`config.mk`:
```
export PLATFORM = sky130hd
export DESIGN_NAME = cmsa_ram
export DESIGN_NICKNAME = d
export VERILOG_FILES = /design/src/hw/rtl/cmsa_ram.sv
export SDC_FILE = /design/constraint.sdc
export NUM_CORES = 1
export LEC_CHECK = 0
export ABC_AREA = 1
export BUFFER_PORTS_ARGS = -buffer_cell sky130_fd_sc_hd__buf_2
export CORE_MARGIN = 1
export CORE_UTILIZATION = 41
export CTS_CLUSTER_DIAMETER = 30
export DETAILED_ROUTE_END_ITERATION = 12
export GPL_TIMING_DRIVEN = 0
export PLACE_DENSITY_LB_ADDON = 0.1
export SKIP_LAST_GASP = 1
export SLEW_MARGIN = 25
export SYNTH_ARGS = -nofsm -noshare
export SYNTH_HDL_FRONTEND = slang
export SYNTH_SLANG_ARGS = --single-unit
```
`constraint.sdc`:
```
create_clock -name clock -period 2.1 [get_ports clock]
set_input_delay 0.42 -clock clock [delete_from_list [all_inputs] [get_ports clock]]
set_output_delay 0.42 -clock clock [all_outputs]
set_load 0.01 [all_outputs]
```
`src/hw/rtl/cmsa_ram.sv`:
```
module cmsa_ram #(
   parameter int WIDTH = 8,
   parameter int DEPTH = 16
) (
   input  logic                     clock,
   input  logic                     wr_en,
   input  logic [$clog2(DEPTH)-1:0] addr,
   input  logic [WIDTH-1:0]         wr_data,
   output logic [WIDTH-1:0]         rd_data
);

   logic [WIDTH-1:0] mem_ff [DEPTH];
   logic [WIDTH-1:0] rd_data_ff;

   // single port, registered read
   always_ff @(posedge clock) begin
      if (wr_en) begin
         mem_ff[addr] <= wr_data;
      end
      rd_data_ff <= mem_ff[addr];
   end

   assign rd_data = rd_data_ff;

endmodule

```
==> out/results.ini, run 1 <==
[power]
p_per_area_nw_per_um2 = 1010
p_leak_nw = 2.82
ir_worst_vdd_mv = 0.774

[setup_path]
max_stage_delay_ps = 670
path_cells = buf_2 > clkbuf_1 > nand3_1 > nor2_1
endpoint_kind = flop
path_max_fanout = 10
reg2reg_setup_slack_ps = 1070
required_ps = 2140
cp.arrival_ps = 2010
slowest_stage = nor2_1
worst_setup_path_start_kind = input port
r2r-start = mem_ff[15][7]
crit_start = addr[1]
worstSetupPathType = input port to flop

[sta]
worst_slack_ps = 126
final.setup.tns_ps = 0
hold_viol = 0
setup_viol = 0
fmax_mhz = 506
drv_slew = 0
skew_ps = 7.12
worst_pin_slew_ps = 763
layout_min_cycle_time_ps = 1970
finalCritPeriodShare_pct = 94.0
rsz0062_at_grt = true
max_slew_margin_pct = 49.0

[logic_synthesis]
synth_fa_ha_area_share_pct = 0
synth.area.top_cells = edfxtp_1 69%, nand2_1 23%, dfxtp_1 2.9%
yosysMostFrequentCell = nand2_1
dominantRegCellSynth = edfxtp_1
ys_warn_count = 0
ys_types = 11
syn_area_per_cell_um2 = 10.2
synth_simple_gate_area_share_pct = 24.8
synth_mux_area_share_pct = 0
ys_top_cells_by_count = 346 x nand2_1, 128 x edfxtp_1, 21 x inv_1
synth-async-reset-ratio_pct = 0
yosysTopAreaCellShare_pct = 68.7
synth_top_family_by_area = simple AND/OR/NAND/NOR gates
synth_edf_count = 128
yosysTopAreaCell = edfxtp_1
synth_area_um2 = 5590
syn_nets = 562
synth_seq_area_share_pct = 71.6
synth-seq-cells = 136
synth-compound-area-share_pct = 0
synthXorXnorAreaFrac_pct = 0
synth_cells = 548

[flow_run]
maxCapViolCount = 0

[detailed_routing]
wirelength_mm = 12.7
postRouteAntennaNets = 0
viasPerCell = 4.63
dr.pass1.iters = 4
wire_per_inst_um = 16.4
drtIter0Drc = 220
via_count = 3590
drc_errors = 0

[clocking]
cts.sinks = 136
cts-root-buf = clkbuf_16
tritoncts = yes
cts_buffer_depth = 2
insertion_delay_ps = 410
ctsHtreeMaxLevel = 4
numCtsBuffers = 17
cts.clk_slew.worst_paths_ps = 50

[die]
io_pins = 22
dieArea_um2 = 14100
rows = 42
die_h_um = 119
die_w_um = 119
initial_core_util_pct = 42.1
core-area_um2 = 13300

[placed_design]
gp_congestion = 0.843
pre_cts_ws_ps = -360
io_buffers = 20
dp.final_hpwl_mm = 8.37

[grt]
grt_use_total_pct = 19.9
overflow = 0
grt_max_degree = 17
grt_pass1_vias = 3643
antenna_found_initial = 0
grt_pass1_wl_mm = 20.3

[finish]
fill_cells = 1233
seq_area_um2 = 4000
nNetsFinal = 601
area_delta_synth_final_pct = 17.4
diodes = 0
drive_gt1_share_pct = 11.5
multi_input_area_um2 = 1390

[worst_hold_path]
hold_start = wr_data[5]
hold_class = input port to flop

[status]
outcome = complete, no violations

==> worst paths after layout <==
path              cells past startpoint      endpoint
setup / recovery                      4  mem_ff[3][7]
hold / removal                        1  mem_ff[1][5]
setup reg to reg                      8    rd_data[7]
hold reg to reg                       8    rd_data[3]
==> power by group <==
group          internal [W]  leakage (nW)  switching [W]
Combinational      0.000104          1.28       0.000278
Sequential          0.00304          1.22      0.0000145
Clock               0.00219         0.319        0.00103
==> layer usage <==
metal | part of all wire [%] | wire length [µm] | track usage (%)
met5 | 0 | 0 | 0
met4 | 1.5 | 193 | 8.23
met3 | 5.1 | 654 | 4.63
met2 | 47 | 5980 | 30.5
met1 | 46 | 5910 | 27.2
==> placed cells by master (no fill, tap or decap), drive strengths merged <==
cell and instances:
dfxtp 8, nor2 18, bufinv 5, clkinv 5
inv 22, buf 38, edfxtp 128, nand2 346
nand3 4, clkbuf 26
==> cell families (layout without fill, tap and decap cells) <==
| family | after synthesis | in the layout |
|---|---|---|
| flip-flops | 136 | 136 |
| buffers and inverters | 44 | 96 |
| AND/OR/NAND/NOR | 368 | 368 |
==> state kept, by name, summed over array words and instances, names as in the netlist <==
signal   cells
rd_data      8
mem_ff     128
==> critical path, delay by kind of cell <==
kind | cells | cell delay (ps)
buffers and inverters | 2 | 590
AND/OR/NAND/NOR | 2 | 1000
==> cell type report <==
type,count,share of cell area [%]
clock buffers,23,7.28
plain buffers,21,1.77
well taps,176,3.35
multi-input cells,368,21.2
flip-flops and latches,136,61.0
repair buffers,20,1.52
inverters,23,1.32
clock inverters,9,2.57
==> per-stage QoR <==
step	cells	util, %	power (W)	area (µm²)	hold WS (ps)
6_report	776	49.4	0.00665	6570	442
5_1_grt	776	49.4	0.00688	6570	441
4_1_cts	776	49.3	0.00671	6560	428
3_5_place_dp	744	44.5	0.00349	5910	718
3_3_place_gp	744	44.5	0.00349	5910	710
2_1_floorplan	548	-	0.00332	5590	519
==> what timing repair did <==
action,4_1_cts,5_1_grt
hold buffers,0,0
setup endpoints to repair,0,24
resized for setup,0,2
buffers inserted,0,0
Power figures use the tool's default switching activity.
==> run 2, diff against run 1 <==
- CORE_ASPECT_RATIO: unset -> 1.4
==> out/results.ini, run 2 (same netlist as run 1, synthesis figures left out) <==
[placed_design]
pre_cts_ws_ps = -269  ; +91.0 ps
dp.final_hpwl_mm = 8.65  ; +3.3%
io_buffers = 20  ; unchanged
gp_congestion = 0.835  ; -0.98%

[setup_path]
cp_common_cell = buf_2
worst_setup_path_start_kind = input port
slowest_stage = nor2_1
path_max_fanout = 10  ; unchanged
max_stage_delay_ps = 700  ; +30 ps
cp.arrival_ps = 1950  ; -60 ps
required_ps = 2130  ; about the same
path_cells = buf_2 > inv_2 > buf_4 > buf_2 > nand3_1 > nor2_1
worstSetupPathType = input port to flop
endpoint_kind = flop

[sta]
final.setup.tns_ps = 0  ; unchanged
max_slew_margin_pct = 44.0  ; -4.9 points
hold_slack_ps = 440  ; -1.93 ps
drv_slew = 0  ; unchanged
setup_viol = 0  ; unchanged
fmax_mhz = 521  ; +2.8%
skew_ps = 11.8  ; +4.68 ps
rsz0062_at_grt = false
worst_pin_slew_ps = 836  ; +73.7 ps
layout_min_cycle_time_ps = 1920  ; -53.8 ps
finalCritPeriodShare_pct = 91.5  ; -2.6 points
hold_viol = 0  ; unchanged
worst_slack_ps = 179  ; +53.8 ps

[finish]
fill_cells = 1259  ; +2.1%
seq_area_um2 = 4000  ; unchanged
nNetsFinal = 601  ; unchanged
layout_common_cells = 346 x nand2_1, 128 x edfxtp_1, 32 x buf_2
regMostFlops = mem_ff
drive_gt1_share_pct = 10.7  ; -0.83 points
diodes = 0  ; unchanged
area_delta_synth_final_pct = 16.2
final_common_cell = nand2_1
largest_reg_flops = 128  ; unchanged
multi_input_area_um2 = 1390  ; -0.18%
final_core_util_pct = 48.8  ; -0.61 points

[die]
io_pins = 22  ; unchanged
rows = 50  ; +19%
die_w_um = 101  ; -15%
dieArea_um2 = 14100  ; about the same
die_h_um = 140  ; +18%
initial_core_util_pct = 42.0  ; -0.095 points
core-area_um2 = 13300  ; +0.23%

[detailed_routing]
wirelength_mm = 13.1  ; +2.5%
via_count = 3613  ; +0.64%
drtIter0Drc = 176  ; -20%
wire_per_inst_um = 16.7  ; +1.7%
drc_errors = 0  ; unchanged
viasPerCell = 4.62  ; -0.13%
dr.pass1.iters = 4  ; unchanged
postRouteAntennaNets = 0  ; unchanged

[clocking]
cts.sinks = 136  ; unchanged
cts.clk_slew.worst_paths_ps = 60  ; about the same
insertion_delay_ps = 410  ; about the same
ctsHtreeMaxLevel = 4  ; unchanged
tritoncts = yes
numCtsBuffers = 17  ; unchanged
cts-root-buf = clkbuf_16
cts_buffer_depth = 2  ; unchanged

[flow_run]
maxCapViolCount = 0  ; unchanged

[worst_hold_path]
hold_class = input port to flop

[power]
ir_worst_vdd_mv = 0.606  ; -22%
p_leak_nw = 2.78  ; -1.4%
p_per_area_nw_per_um2 = 973  ; -4.0%
power_w = 0.00632  ; -5.0%

[grt]
grt_pass1_vias = 3584  ; -1.6%
overflow = 0  ; unchanged
antenna_found_initial = 0  ; unchanged
grt_use_total_pct = 20.2  ; +0.34 points
grt_max_degree = 17  ; unchanged
grt_pass1_wl_mm = 20.2  ; -0.41%

[status]
outcome = complete, no violations

==> run 2: changes by cell type in the layout (fill, tap and decap cells not counted), sizes merged <==
cell    change
clkinv      -3
clkbuf      +6
bufinv      -3
==> run 2: repair_timing <==
action / in CTS / in global routing
resized for setup: 0 / 1
buffers inserted: 0 / 0
hold buffers: 0 / 0
setup endpoints to repair: 0 / 7
==> run 2: final cells by class <==
class / instances / share of cell area, %
plain buffers: 21 / 1.79
well taps: 182 / 3.50
clock buffers: 29 / 7.86
repair buffers: 20 / 1.54
flip-flops and latches: 136 / 61.6
clock inverters: 3 / 1.00
inverters: 23 / 1.33
multi-input cells: 368 / 21.4
==> run 2: worst paths after layout <==
check        slack [ps]  cells past startpoint       endpoint     startpoint
max                 180                      6  mem_ff[12][5]        addr[0]
min                 440                      1  mem_ff[12][0]     wr_data[0]
max reg2reg        1080                      8     rd_data[1]   mem_ff[3][1]
min reg2reg         720                      8     rd_data[7]  mem_ff[10][7]
==> run 2: per-stage QoR <==
step / instances / instance area (µm²)
after floorplan: 548 / 5590
after global placement: 750 / 5920
after detailed placement: 750 / 5920
after CTS: 782 / 6500
after global routing: 782 / 6500
final: 782 / 6500
==> run 2: metal layers <==
metal,up-vias,GRT usage (%),wire length [µm]
met5,-,0,0
met4,0,7.40,210
met3,15,4.09,470
met2,78,35.7,6770
met1,1691,24.2,5600
li1,1829,-,-
==> run 2: power by group <==
group / internal [W] / switching [W]
logic: 0.000104 / 0.000275
registers: 0.00304 / 0.0000146
clock network: 0.00188 / 0.00101
==> run 2: worst max-delay path: cells and delay by family <==
| kind | cells | cell delay [ps] |
|---|---|---|
| buffers and inverters | 4 | 590 |
| AND/OR/NAND/NOR | 2 | 930 |
